===== config.mk =====
export PLATFORM = sky130hd
export DESIGN_NAME = comment_stripping_lexer
export DESIGN_NICKNAME = d
export VERILOG_FILES = /design/src/rtl/core/csl_pkg.sv /design/src/rtl/core/comment_stripping_lexer.sv /design/src/rtl/core/csl_front.sv /design/src/rtl/core/csl_queue.sv /design/src/rtl/core/csl_back.sv
export VERILOG_INCLUDE_DIRS = /design/src /design/src/rtl/core
export SDC_FILE = /design/constraint.sdc
export NUM_CORES = 1
export LEC_CHECK = 0
export ABC_AREA = 0
export BUFFER_PORTS_ARGS = -buffer_cell sky130_fd_sc_hd__buf_2
export CAP_MARGIN = 20
export CORE_MARGIN = 4
export CORE_UTILIZATION = 55
export CTS_BUF_LIST = sky130_fd_sc_hd__clkbuf_8
export CTS_CLUSTER_SIZE = 28
export DETAILED_ROUTE_END_ITERATION = 16
export PLACE_DENSITY = 0.72
export SYNTH_ARGS = -nofsm -noshare
export SYNTH_HDL_FRONTEND = slang
export SYNTH_SLANG_ARGS = --single-unit

===== constraint.sdc =====
create_clock -name clk -period 5 [get_ports clk]
set_input_delay 0.75 -clock clk [delete_from_list [all_inputs] [get_ports clk]]
set_output_delay 0.75 -clock clk [all_outputs]
set_load 0.1 [all_outputs]

===== src/rtl/core/assert_macros.svh =====
// Assertion helpers shared by the lexer modules.
`ifndef ASSERT_MACROS_SVH
`define ASSERT_MACROS_SVH

`ifndef SYNTHESIS

// Check a property at every rising edge, off while reset is held.
`define CSL_ASSERT(lbl, clk, rst_n, prop) \
    lbl: assert property (@(posedge clk) disable iff (!rst_n) (prop)) \
        else $error("lexer assertion failed");

// Check that a condition never holds.
`define CSL_ASSERT_NEVER(lbl, clk, rst_n, cond) \
    lbl: assert property (@(posedge clk) disable iff (!rst_n) (!(cond))) \
        else $error("lexer forbidden condition seen");

`else

`define CSL_ASSERT(lbl, clk, rst_n, prop)
`define CSL_ASSERT_NEVER(lbl, clk, rst_n, cond)

`endif

`endif


===== src/rtl/core/csl_pkg.sv =====
package csl_pkg;

    // Lexer modes; unused codes behave as normal text.
    typedef enum logic [2:0] {
        MODE_NORMAL = 3'd0,
        MODE_SLASH  = 3'd1,
        MODE_LINE   = 3'd2,
        MODE_BLOCK  = 3'd3,
        MODE_BSTAR  = 3'd4
    } mode_t;

    localparam logic [7:0] CH_SLASH = 8'h2F;
    localparam logic [7:0] CH_STAR  = 8'h2A;
    localparam logic [7:0] CH_LF    = 8'h0A;

    localparam logic KIND_WORD  = 1'b0;
    localparam logic KIND_PUNCT = 1'b1;

    // Depth of the queue between front and back.
    localparam int QDEPTH = 4;
    localparam int QPTR_W = $clog2(QDEPTH);
    localparam int QCNT_W = $clog2(QDEPTH + 1);

    // One character of a token.
    typedef struct packed {
        logic [7:0] chr;
        logic       kind;
        logic       done;
    } tok_t;

    // Results caused by one input byte: one or two tokens.
    typedef struct packed {
        tok_t first;
        tok_t second;
        logic two;
    } entry_t;

    function automatic logic is_word(input logic [7:0] c);
        return (c >= 8'h61 && c <= 8'h7A) || (c >= 8'h41 && c <= 8'h5A) ||
               (c >= 8'h30 && c <= 8'h39) || (c == 8'h5F);
    endfunction

    function automatic logic is_punct(input logic [7:0] c);
        return (c == 8'h28) || (c == 8'h29) || (c == 8'h5B) || (c == 8'h5D) ||
               (c == 8'h7B) || (c == 8'h7D) || (c == 8'h3B) || (c == 8'h2C) ||
               (c == 8'h3D) || (c == CH_STAR) || (c == CH_SLASH) ||
               (c == 8'h2D) || (c == 8'h26) || (c == 8'h3C) || (c == 8'h3E);
    endfunction

endpackage


===== src/rtl/core/comment_stripping_lexer.sv =====
// Comment-stripping lexer for C-like source text.
// Input channel: present text_byte and text_end with push; a byte transfers
// at a rising edge with push high and full low. Set text_end on the last byte
// of a text to flush a held word character or pending slash.
// Result channel: while empty is low the oldest token character sits on
// token_byte, token_kind, token_done and run_last; it transfers at a rising
// edge with pop high. run_last marks the final result caused by one byte.
// Throughput: one byte per cycle while full is low. A byte that yields two
// results holds the output stage until both have transferred; a four-entry
// queue between the classifier and the output stage absorbs these bursts, so
// full rises only once four result-bearing bytes wait behind the output stage.
// Path: the results of a byte are written into the queue as the byte transfers
// and move into the output stage register once it is free; word characters
// leave one byte later, once the next byte shows whether the word goes on.
// Reset: all modes clear to normal text, nothing held, queue and output empty.
// A stalled receiver fills the queue and then holds full high; nothing drops.
module comment_stripping_lexer (
    input  logic       clk,
    input  logic       rst_n,
    input  logic       push,
    output logic       full,
    input  logic [7:0] text_byte,
    input  logic       text_end,
    output logic       empty,
    input  logic       pop,
    output logic [7:0] token_byte,
    output logic       token_kind,
    output logic       token_done,
    output logic       run_last
);

    logic            wr_en;
    csl_pkg::entry_t wr_entry;
    logic            rd_en;
    csl_pkg::entry_t rd_entry;
    logic            q_full;
    logic            q_empty;

    // Front: classify each byte, track comment mode and the held character.
    csl_front u_front (
        .clk       (clk),
        .rst_n     (rst_n),
        .push      (push),
        .text_byte (text_byte),
        .text_end  (text_end),
        .q_full    (q_full),
        .wr_en     (wr_en),
        .wr_entry  (wr_entry)
    );

    // Queue: hold the results of each byte until the back is free.
    csl_queue u_queue (
        .clk      (clk),
        .rst_n    (rst_n),
        .wr_en    (wr_en),
        .wr_entry (wr_entry),
        .rd_en    (rd_en),
        .rd_entry (rd_entry),
        .q_full   (q_full),
        .q_empty  (q_empty)
    );

    // Back: hand out the results of each entry one per transfer.
    csl_back u_back (
        .clk        (clk),
        .rst_n      (rst_n),
        .rd_entry   (rd_entry),
        .q_empty    (q_empty),
        .rd_en      (rd_en),
        .pop        (pop),
        .empty      (empty),
        .token_byte (token_byte),
        .token_kind (token_kind),
        .token_done (token_done),
        .run_last   (run_last)
    );

    assign full = q_full;

endmodule


===== src/rtl/core/csl_front.sv =====
module csl_front (
    input  logic            clk,
    input  logic            rst_n,
    input  logic            push,
    input  logic [7:0]      text_byte,
    input  logic            text_end,
    input  logic            q_full,
    output logic            wr_en,
    output csl_pkg::entry_t wr_entry
);

    csl_pkg::mode_t mode_reg, mode_next;
    logic [7:0]     held_char_reg, held_char_next;
    logic           held_valid_reg, held_valid_next;

    csl_pkg::tok_t  res [2];
    logic [1:0]     n;
    logic           do_plain;
    logic           accept;

    assign accept = push && !q_full;

    always_comb
    begin
        n               = 2'd0;
        res[0]          = '0;
        res[1]          = '0;
        mode_next       = mode_reg;
        held_char_next  = held_char_reg;
        held_valid_next = held_valid_reg;
        do_plain        = 1'b0;

        unique case (mode_reg)
            csl_pkg::MODE_SLASH:
            begin
                if (text_byte == csl_pkg::CH_SLASH)
                    mode_next = csl_pkg::MODE_LINE;
                else if (text_byte == csl_pkg::CH_STAR)
                    mode_next = csl_pkg::MODE_BLOCK;
                else
                begin
                    res[0]   = '{chr: csl_pkg::CH_SLASH, kind: csl_pkg::KIND_PUNCT,
                                 done: 1'b1};
                    n        = 2'd1;
                    do_plain = 1'b1;
                end
            end
            csl_pkg::MODE_LINE:
            begin
                if (text_byte == csl_pkg::CH_LF)
                    mode_next = csl_pkg::MODE_NORMAL;
            end
            csl_pkg::MODE_BLOCK:
            begin
                if (text_byte == csl_pkg::CH_STAR)
                    mode_next = csl_pkg::MODE_BSTAR;
            end
            csl_pkg::MODE_BSTAR:
            begin
                if (text_byte == csl_pkg::CH_SLASH)
                    mode_next = csl_pkg::MODE_NORMAL;
                else if (text_byte != csl_pkg::CH_STAR)
                    mode_next = csl_pkg::MODE_BLOCK;
            end
            default:
            begin
                if (held_valid_reg)
                begin
                    n = 2'd1;
                    if (csl_pkg::is_word(text_byte))
                    begin
                        // word goes on: release the held character unfinished
                        res[0]         = '{chr: held_char_reg, kind: csl_pkg::KIND_WORD,
                                           done: 1'b0};
                        held_char_next = text_byte;
                    end
                    else
                    begin
                        res[0]          = '{chr: held_char_reg, kind: csl_pkg::KIND_WORD,
                                            done: 1'b1};
                        held_char_next  = 8'd0;
                        held_valid_next = 1'b0;
                        do_plain        = 1'b1;
                    end
                end
                else
                    do_plain = 1'b1;
            end
        endcase

        if (do_plain)
        begin
            mode_next = csl_pkg::MODE_NORMAL;
            if (csl_pkg::is_word(text_byte))
            begin
                held_char_next  = text_byte;
                held_valid_next = 1'b1;
            end
            else if (text_byte == csl_pkg::CH_SLASH)
                mode_next = csl_pkg::MODE_SLASH;
            else if (csl_pkg::is_punct(text_byte))
            begin
                res[n[0]] = '{chr: text_byte, kind: csl_pkg::KIND_PUNCT, done: 1'b1};
                n         = n + 2'd1;
            end
        end

        // end of text: flush whatever is held, drop an open comment
        if (text_end)
        begin
            if (held_valid_next)
            begin
                res[n[0]] = '{chr: held_char_next, kind: csl_pkg::KIND_WORD, done: 1'b1};
                n         = n + 2'd1;
            end
            if (mode_next == csl_pkg::MODE_SLASH)
            begin
                res[n[0]] = '{chr: csl_pkg::CH_SLASH, kind: csl_pkg::KIND_PUNCT,
                              done: 1'b1};
                n         = n + 2'd1;
            end
            held_char_next  = 8'd0;
            held_valid_next = 1'b0;
            mode_next       = csl_pkg::MODE_NORMAL;
        end

        wr_en           = accept && (n != 2'd0);
        wr_entry.first  = res[0];
        wr_entry.second = res[1];
        wr_entry.two    = n[1];
    end

    always_ff @(posedge clk or negedge rst_n)
    begin
        if (!rst_n)
        begin
            mode_reg       <= csl_pkg::MODE_NORMAL;
            held_char_reg  <= 8'd0;
            held_valid_reg <= 1'b0;
        end
        else if (accept)
        begin
            mode_reg       <= mode_next;
            held_char_reg  <= held_char_next;
            held_valid_reg <= held_valid_next;
        end
    end

endmodule


===== src/rtl/core/csl_queue.sv =====
`include "assert_macros.svh"

module csl_queue (
    input  logic            clk,
    input  logic            rst_n,
    input  logic            wr_en,
    input  csl_pkg::entry_t wr_entry,
    input  logic            rd_en,
    output csl_pkg::entry_t rd_entry,
    output logic            q_full,
    output logic            q_empty
);

    csl_pkg::entry_t                 slot_reg [csl_pkg::QDEPTH];
    logic [csl_pkg::QPTR_W-1:0]      wr_ptr_reg, wr_ptr_next;
    logic [csl_pkg::QPTR_W-1:0]      rd_ptr_reg, rd_ptr_next;
    logic [csl_pkg::QCNT_W-1:0]      count_reg, count_next;

    localparam logic [csl_pkg::QPTR_W-1:0] LAST_PTR = csl_pkg::QPTR_W'(csl_pkg::QDEPTH - 1);
    localparam logic [csl_pkg::QCNT_W-1:0] FULL_CNT = csl_pkg::QCNT_W'(csl_pkg::QDEPTH);

    assign q_full   = (count_reg == FULL_CNT);
    assign q_empty  = (count_reg == '0);
    assign rd_entry = slot_reg[rd_ptr_reg];

    always_comb
    begin
        wr_ptr_next = wr_ptr_reg;
        rd_ptr_next = rd_ptr_reg;
        count_next  = count_reg;
        if (wr_en)
            wr_ptr_next = (wr_ptr_reg == LAST_PTR) ? '0 : wr_ptr_reg + 1'b1;
        if (rd_en)
            rd_ptr_next = (rd_ptr_reg == LAST_PTR) ? '0 : rd_ptr_reg + 1'b1;
        if (wr_en && !rd_en)
            count_next = count_reg + 1'b1;
        else if (rd_en && !wr_en)
            count_next = count_reg - 1'b1;
    end

    always_ff @(posedge clk or negedge rst_n)
    begin
        if (!rst_n)
        begin
            wr_ptr_reg <= '0;
            rd_ptr_reg <= '0;
            count_reg  <= '0;
        end
        else
        begin
            wr_ptr_reg <= wr_ptr_next;
            rd_ptr_reg <= rd_ptr_next;
            count_reg  <= count_next;
        end
    end

    always_ff @(posedge clk)
    begin
        if (wr_en)
            slot_reg[wr_ptr_reg] <= wr_entry;
    end

    `CSL_ASSERT_NEVER(a_no_overflow, clk, rst_n, wr_en && q_full)
    `CSL_ASSERT_NEVER(a_no_underflow, clk, rst_n, rd_en && q_empty)
    `CSL_ASSERT(a_fill_up, clk, rst_n, (wr_en && !rd_en) |=> (count_reg == $past(count_reg) + 1'b1))
    `CSL_ASSERT(a_ptr_gap, clk, rst_n, (count_reg == '0) |-> (wr_ptr_reg == rd_ptr_reg))

endmodule


===== src/rtl/core/csl_back.sv =====
`include "assert_macros.svh"

module csl_back (
    input  logic            clk,
    input  logic            rst_n,
    input  csl_pkg::entry_t rd_entry,
    input  logic            q_empty,
    output logic            rd_en,
    input  logic            pop,
    output logic            empty,
    output logic [7:0]      token_byte,
    output logic            token_kind,
    output logic            token_done,
    output logic            run_last
);

    csl_pkg::entry_t cur_reg, cur_next;
    logic            valid_reg, valid_next;
    logic            sel_reg, sel_next;
    logic            is_last;
    logic            taken;
    csl_pkg::tok_t   tok;

    assign is_last = sel_reg || !cur_reg.two;
    assign taken   = pop && valid_reg;
    assign tok     = sel_reg ? cur_reg.second : cur_reg.first;

    assign empty      = !valid_reg;
    assign token_byte = tok.chr;
    assign token_kind = tok.kind;
    assign token_done = tok.done;
    assign run_last   = is_last;

    always_comb
    begin
        cur_next   = cur_reg;
        valid_next = valid_reg;
        sel_next   = sel_reg;
        rd_en      = (!valid_reg || (taken && is_last)) && !q_empty;
        priority if (taken && !is_last)
            sel_next = 1'b1;
        else if (rd_en)
        begin
            cur_next   = rd_entry;
            valid_next = 1'b1;
            sel_next   = 1'b0;
        end
        else if (taken)
        begin
            valid_next = 1'b0;
            sel_next   = 1'b0;
        end
    end

    always_ff @(posedge clk or negedge rst_n)
    begin
        if (!rst_n)
        begin
            valid_reg <= 1'b0;
            sel_reg   <= 1'b0;
        end
        else
        begin
            valid_reg <= valid_next;
            sel_reg   <= sel_next;
        end
    end

    always_ff @(posedge clk)
    begin
        cur_reg <= cur_next;
    end

    `CSL_ASSERT(a_second_needs_pair, clk, rst_n, sel_reg |-> (valid_reg && cur_reg.two))
    `CSL_ASSERT(a_pair_advances, clk, rst_n, (taken && !sel_reg && cur_reg.two) |=> (valid_reg && sel_reg))
    `CSL_ASSERT(a_hold_on_stall, clk, rst_n, (valid_reg && !pop) |=> (valid_reg && $stable(sel_reg)))

endmodule

Yosys cells after proc, flatten, opt, wreduce, memory -nomap -nowiden. Memories as Yosys holds them, arrays and structs flattened. A register that Yosys moved wholly into a read port is not among the register bits. Index checks and enable logic that the tools add are counted.

Register bits: 21. RAM bits: 84. Input port bits: 13. Output and inout port bits: 13. Word-level logic and storage cells: 182. Memories: 1.

Memory list: u_queue.slot_reg (words 4, bits a word 21, rd ports 1, clocked after Yosys merged registers in 1, wr ports 1, line csl_queue.sv:14) `csl_pkg::entry_t slot_reg [csl_pkg::QDEPTH];`.

Add/subtract/negate cells: 7. $lt $le $gt $ge: 12. Eq/ne operators: 26. Mux-type cells: 72. Bitwise logic cells: 7. Reductions and logical operators: 49.

Operators by type and width (number): 20-bit two-way mux (8); 8-bit by 6-bit == test with 1-bit output, second input constant (11); 10-bit two-way mux (6); 8-bit two-way mux (7); 20-bit bitwise mux (2); 8-bit by 7-bit == test with 1-bit output, second input constant (5); 3-bit two-way mux (11); 10-bit demux with 1-bit select (3); 2-bit two-way mux (11); 1-bit two-way mux (20); 10-bit case mux with 2 select lines (1); 1-bit logical OR (19); 8-bit by 7-bit >= comparator with 1-bit output, second input constant (2); 8-bit by 7-bit <= comparator with 1-bit output, second input constant (2); 1-bit logical AND (14); 14-bit bitwise OR (1); 3-bit case mux with 4 select lines (1); 2-bit by 1-bit adder with 2-bit output, second input constant (5); 8-bit by 4-bit == test with 1-bit output, second input constant (1); 8-bit by 6-bit >= comparator with 1-bit output, second input constant (1); 8-bit by 6-bit <= comparator with 1-bit output, second input constant (1); 8-bit by 6-bit != test with 1-bit output, second input constant (1); 1-bit zero test (7); 6-bit AND (1); 19 further kinds (32).

Longest topological paths before layout.
Word-level depth: 31. Depth in mapped cells: 22. Depth with buffers taken out: 19.

Modules after synthesis. Synthesis repeated with hierarchy kept, for this count alone.

Cells, all modules: 450. Area total of the unflattened synthesis: 6391.1 µm².

By module, submodules not included: csl_queue (times used 1, cells an instance 147, area an instance 3480.8 µm², sequential area each 2697.6 µm²); csl_front (times used 1, cells an instance 260, area an instance 2011.9 µm², sequential area each 300.3 µm²); csl_back (times used 1, cells an instance 43, area an instance 898.4 µm², sequential area each 680.7 µm²).

Least setup slack after synthesis. OpenSTA, ideal clock, no wires.

Path kind: input to register. Start: input text_byte[0]. End: register u_queue.count_reg[1] (netlist name). Library setup time: 0.125 ns. Data arrival time: 4.212 ns. Data required time: 4.875 ns. Setup slack: 0.664 ns. Stages: 18. Path buffers: 2. Path through: buf_2 > or4b_1 > o21ai_0 > a22oi_1 > o31ai_1 > and2b_1 > buf_4 > ha_1 > inv_1 > o211a_1 > mux2i_1 > a31oi_4 > a21oi_4 > a31oi_4 > ha_1 > inv_1 > fa_1 > mux2_2.

Elaborated cells between the ends (all ways): 86. Classes of those cells: add/sub (3); order compare (6); eq/ne (19); mux (32); reduce/logical (26).

RTL lines: start: declaration (line comment_stripping_lexer.sv:22) `input logic [7:0] text_byte,`; 8-bit by 6-bit == test with 1-bit output (line csl_pkg.sv:44) `return (c == 8'h28) || (c == 8'h29) || (c == 8'h5B) || (c == 8'h5D) ||`; 1-bit logical OR (4 in series) (line csl_pkg.sv:44); 1-bit logical OR (4 in series) (line csl_pkg.sv:45) `(c == 8'h7B) || (c == 8'h7D) || (c == 8'h3B) || (c == 8'h2C) ||`; 1-bit logical OR (3 in series) (line csl_pkg.sv:46) `(c == 8'h3D) || (c == CH_STAR) || (c == CH_SLASH) ||`; 1-bit logical OR (3 in series) (line csl_pkg.sv:47) `(c == 8'h2D) || (c == 8'h26) || (c == 8'h3C) || (c == 8'h3E);`; 2-bit two-way mux (line csl_front.sv:101) `else if (csl_pkg::is_punct(text_byte))`; 2-bit two-way mux (line csl_front.sv:99) `else if (text_byte == csl_pkg::CH_SLASH)`; 2-bit two-way mux (line csl_front.sv:94) `if (csl_pkg::is_word(text_byte))`; [5 not listed]; 2-bit two-way mux (line csl_front.sv:116) `if (mode_next == csl_pkg::MODE_SLASH)`; 2-bit two-way mux (*) (line csl_front.sv:109) `if (text_end)`; 2-bit nonzero test (*) (line csl_front.sv:127) `wr_en = accept && (n != 2'd0);`; 1-bit logical AND (*) (line csl_front.sv:127); net u_front.wr_en (line csl_front.sv:8) `output logic wr_en,`; 1-bit logical AND (*) (line csl_queue.sv:35) `if (wr_en && !rd_en)`; 3-bit two-way mux (*) (line csl_queue.sv:35); net u_queue.count_next, one bit (line csl_queue.sv:17) `logic [csl_pkg::QCNT_W-1:0] count_reg, count_next;`; end signal: assignment (line csl_queue.sv:53) `count_reg <= count_next;`; end: declaration (line csl_queue.sv:17).

The timed path passes the listed nets; every way through them passes the cells marked *. The select of a mux whose other input is x is not followed. A chain may end at the register's enable or synchronous reset.

Worst setup path after layout.
Start: input text_byte[2]. End: register u_queue.count_reg[2] (netlist name).

Word-level cells in the longest chain between the ends: 30. Elaborated cells between the ends (all ways): 86. Classes of those cells: add/sub (3); order compare (6); eq/ne (19); mux (32); reduce/logical (26).

Ends and longest elaborated chain: 8-bit by 6-bit == test with 1-bit output (line csl_pkg.sv:44); 1-bit logical OR (4 in series) (line csl_pkg.sv:44); 1-bit logical OR (4 in series) (line csl_pkg.sv:45); 1-bit logical OR (3 in series) (line csl_pkg.sv:46); 1-bit logical OR (3 in series) (line csl_pkg.sv:47); 2-bit two-way mux (line csl_front.sv:101); 2-bit two-way mux (line csl_front.sv:99); 2-bit two-way mux (line csl_front.sv:94); [5 not listed]; 2-bit two-way mux (line csl_front.sv:116); 2-bit two-way mux (*) (line csl_front.sv:109); 2-bit nonzero test (*) (line csl_front.sv:127); 1-bit logical AND (*) (line csl_front.sv:127); net u_front.wr_en (line csl_front.sv:8); 1-bit zero test (line csl_queue.sv:37) `else if (rd_en && !wr_en)`; 1-bit logical AND (line csl_queue.sv:37); 2-bit nonzero test (no line).

Marked as above.

==> flow_metrics.env <==
export IMPL_status="finished, final reports clean"
export IMPL_die_w_um=112.5
export IMPL_yosys_top_cells_area="edfxtp_1 (53%), dfrtp_1 (8.8%), mux4_2 (7.9%), nand2_1 (3.1%), mux2_2 (2.4%)"
export IMPL_fillers=804
export IMPL_grt_max_degree=25
export IMPL_pin_count=26
export IMPL_wirelength_mm=12.01
export IMPL_insertion_delay_ps=420
export IMPL_end_kind="flop"
export IMPL_design_power_total_mw=3.641
export IMPL_slew_violations=0
export IMPL_start_util_pct=57.37
export IMPL_syn_to_final_growth_pct=9.652
export IMPL_synth_flop_cell="edfxtp_1"
export IMPL_critPathMaxStageDelay_ps=460
export IMPL_fmax_ghz=0.2338
export IMPL_cts_sinks=126
export IMPL_antenna_found_initial=0
export IMPL_die_area_sq_mm=0.01265
export IMPL_power_density_mw_per_mm2=553.3
export IMPL_crit_buf_inv=3
export IMPL_postCtsSetupBuffers=0
export IMPL_synth_top_cell_by_area="edfxtp_1"
export IMPL_relSlewSlack_pct=33.78
export IMPL_fin_tns_setup_ps=0
export IMPL_ys_ff_latch=126
export IMPL_cp_slowest_cell="or4b_1"
export IMPL_numCtsBuffers=17
export IMPL_post_place_ws_ps=306.2
export IMPL_postSynthCellCount=417
export IMPL_syn_cell_area_sq_mm=0.006002
export IMPL_synth_area_per_cell_sq_um=14.39
export IMPL_port_buffers=25
export IMPL_synth_edf_count=105
export IMPL_seq_area_frac_synth_pct=61.29
export IMPL_setup_viol=0
export IMPL_via_per_inst=6.133
export IMPL_finalHoldViolCount=0
export IMPL_drc_errors=0
export IMPL_cts_tree="yes"
export IMPL_synth_nets=440
export IMPL_holdWs_ps=304.6
export IMPL_cts_reportedPaths_clkPinSlew_ps=70
export IMPL_clock_path_buffers=2
export IMPL_gp_congestion=0.8817
export IMPL_via_count=3631
export IMPL_critical_path_required_ps=5350
export IMPL_crit_arrival_ps=4630
export IMPL_core_sq_mm=0.01046
export IMPL_dp_hpwl_mm=8.080
export IMPL_post_cts_resized=0
export IMPL_drt_iter0_drc=249
export IMPL_fin_skew_ps=14.58
export IMPL_htree_levels=4
export IMPL_largest_register_ffs=84
export IMPL_synthArstFlopShare_pct=16.67
export IMPL_fin_crit_sh_pct=85.54
export IMPL_cp_start_kind="primary input"
export IMPL_root_buffer="clkbuf_8"
export IMPL_drive_above_1_share_pct=27.19
export IMPL_cts_hold_buf=0
export IMPL_grt_pass1_vias=3612
export IMPL_hold_path_class="in2async"
export IMPL_p_leak_nw=2.369
export IMPL_synth_top_cell_area_share_pct=52.53
export IMPL_grt_overflow=0
export IMPL_worst_slack_ps=723.0
export IMPL_dieHeight_um=112.5
export IMPL_wl_per_cell_um=20.29
export IMPL_ys_warn_count=0
export IMPL_crit_type="in2reg"
export IMPL_drt_pass1_iter_count=5
export IMPL_row_count=37
export IMPL_ir_drop_v=0.0004237
export IMPL_worstMarginPinSlew_ps=993.3
export IMPL_diodes=0
export IMPL_worstPathMaxFanout=16
export IMPL_cp_top_family="compound AO/OA/AOI/OAI gates"
export IMPL_synth_cell_type_count=69
export IMPL_path_cells="buf_2 -> or4b_1 -> o21ai_0 -> a22oi_1 -> o31ai_1 -> and2b_1 -> ha_1 -> inv_1 -> o211a_1 -> mux2i_1 -> a31oi_4 -> a21oi_4 -> a31oi_4 -> ha_1 -> inv_1 -> fa_1 -> xor2_1 -> nor2_1 -> xor2_1"
export IMPL_drv_cap=0
export IMPL_grt_usage_pct=19.81
export IMPL_ant_nets=0
export IMPL_grt_pass1_wl_mm=19.33
export IMPL_final_nets=466
export IMPL_period_needed_ps=4277
export IMPL_rsz0062_at_grt="false"
[layer usage]
metal | global-route usage [%] | part of all wire, % | vias to the layer above
met5 | 0 | 0 | -
met4 | 6.891 | 1.6 | 0
met3 | 4.097 | 4.8 | 13
met2 | 33.49 | 51 | 111
met1 | 25.62 | 43 | 1828
li1 | - | - | 1679
[per-stage QoR]
step | cells | area [sq um] | utilization [%]
6_report | 592 | 6581 | 62.90
5_1_grt | 592 | 6581 | 62.90
4_1_cts | 592 | 6581 | 62.90
3_5_place_dp | 560 | 6227 | 59.52
3_3_place_gp | 560 | 6227 | 59.52
2_1_floorplan | 417 | 6002 | -
[cell usage after synthesis (3+ instances only)]
cell	count
a41o_1	7
nand3_1	4
nand2_1	49
nand2b_1	3
buf_1	5
buf_4	3
xor2_1	4
mux4_2	21
nor2b_1	3
clkbuf_1	8
inv_1	10
edfxtp_1	105
buf_2	8
ha_1	9
o21a_1	3
mux2_2	13
nor2_2	3
nor3_1	5
a221o_1	5
o31ai_1	3
nor2_1	15
a22oi_1	10
and2_1	9
nand4_1	3
o21ai_0	23
xnor2_1	3
dfrtp_1	21
a22o_1	3
a21oi_1	5
a221oi_1	4
[where the power goes]
group	internal [mW]	switching [mW]	leakage (nW)	total (mW)
Combinational	0.418	0.865	0.960	1.28
Clock	0.388	0.391	0.176	0.779
Sequential	1.41	0.170	1.23	1.58
Total	2.22	1.43	2.37	3.64
[path summary, 6_finish.rpt]
check,startpoint,end,slack [ps],cells after the start
min,rst_n,u_queue.wr_ptr_reg[0],300,1
max in group asynchronous,rst_n,u_front.held_char_reg[7],4330,1
min in group clk,u_front.held_char_reg[7],u_front.held_char_reg[7],520,1
min reg2reg,u_front.held_char_reg[7],u_front.held_char_reg[7],520,1
max,text_byte[2],u_queue.count_reg[2],720,19
max reg2reg,u_front.mode_reg[1],u_queue.count_reg[2],920,18
[kinds of logic (layout without fill, tap and decap cells)]
group	Yosys count	count (layout)	share of synthesized area, %
AO/OA/AOI/OAI	86	86	11.63
buffers and inverters	37	76	2.919
AND/OR/NAND/NOR	112	112	9.548
multiplexers	39	39	11.38
XOR/XNOR	7	7	1.021
flip-flops	126	126	61.29
adder cells (fa/ha/maj)	10	10	2.210
[cell type report]
type                            instances  area [sq um]  share of cell area, %
Clock buffer                           17         234.0                  3.555
Clock inverter                         15         120.1                  1.825
Inverter                               11         41.29                 0.6274
Multi-Input combinational cell        254          2152                  32.70
Sequential cell                       126          3679                  55.89
Tap cell                              136         170.2                  2.586
Timing Repair Buffer                   33         185.2                  2.814
[worst register-to-register path: cells and delay by family (launching register included)]
kind	cells	cell delay [ps]
flops	1	550
buf+inv	3	230
mux	1	140
simple gates	3	560
compound gates	6	1330
fa+ha+maj	3	890
xor+xnor	2	320
[cell usage in the layout, fill, tap and decap left out, types with 5 or more instances in the layout]
master      n
ha_1        9
buf_4       8
mux2_2     13
dfrtp_1    21
edfxtp_1  105
nand2_1    49
clkinv_2    6
o21ai_0    23
a22oi_1    10
a41o_1      7
clkbuf_8   17
nor3_1      5
nor2_1     15
inv_1      10
buf_2      25
and2_1      9
a221o_1     5
mux4_2     21
Power figures use the tool's default switching activity.
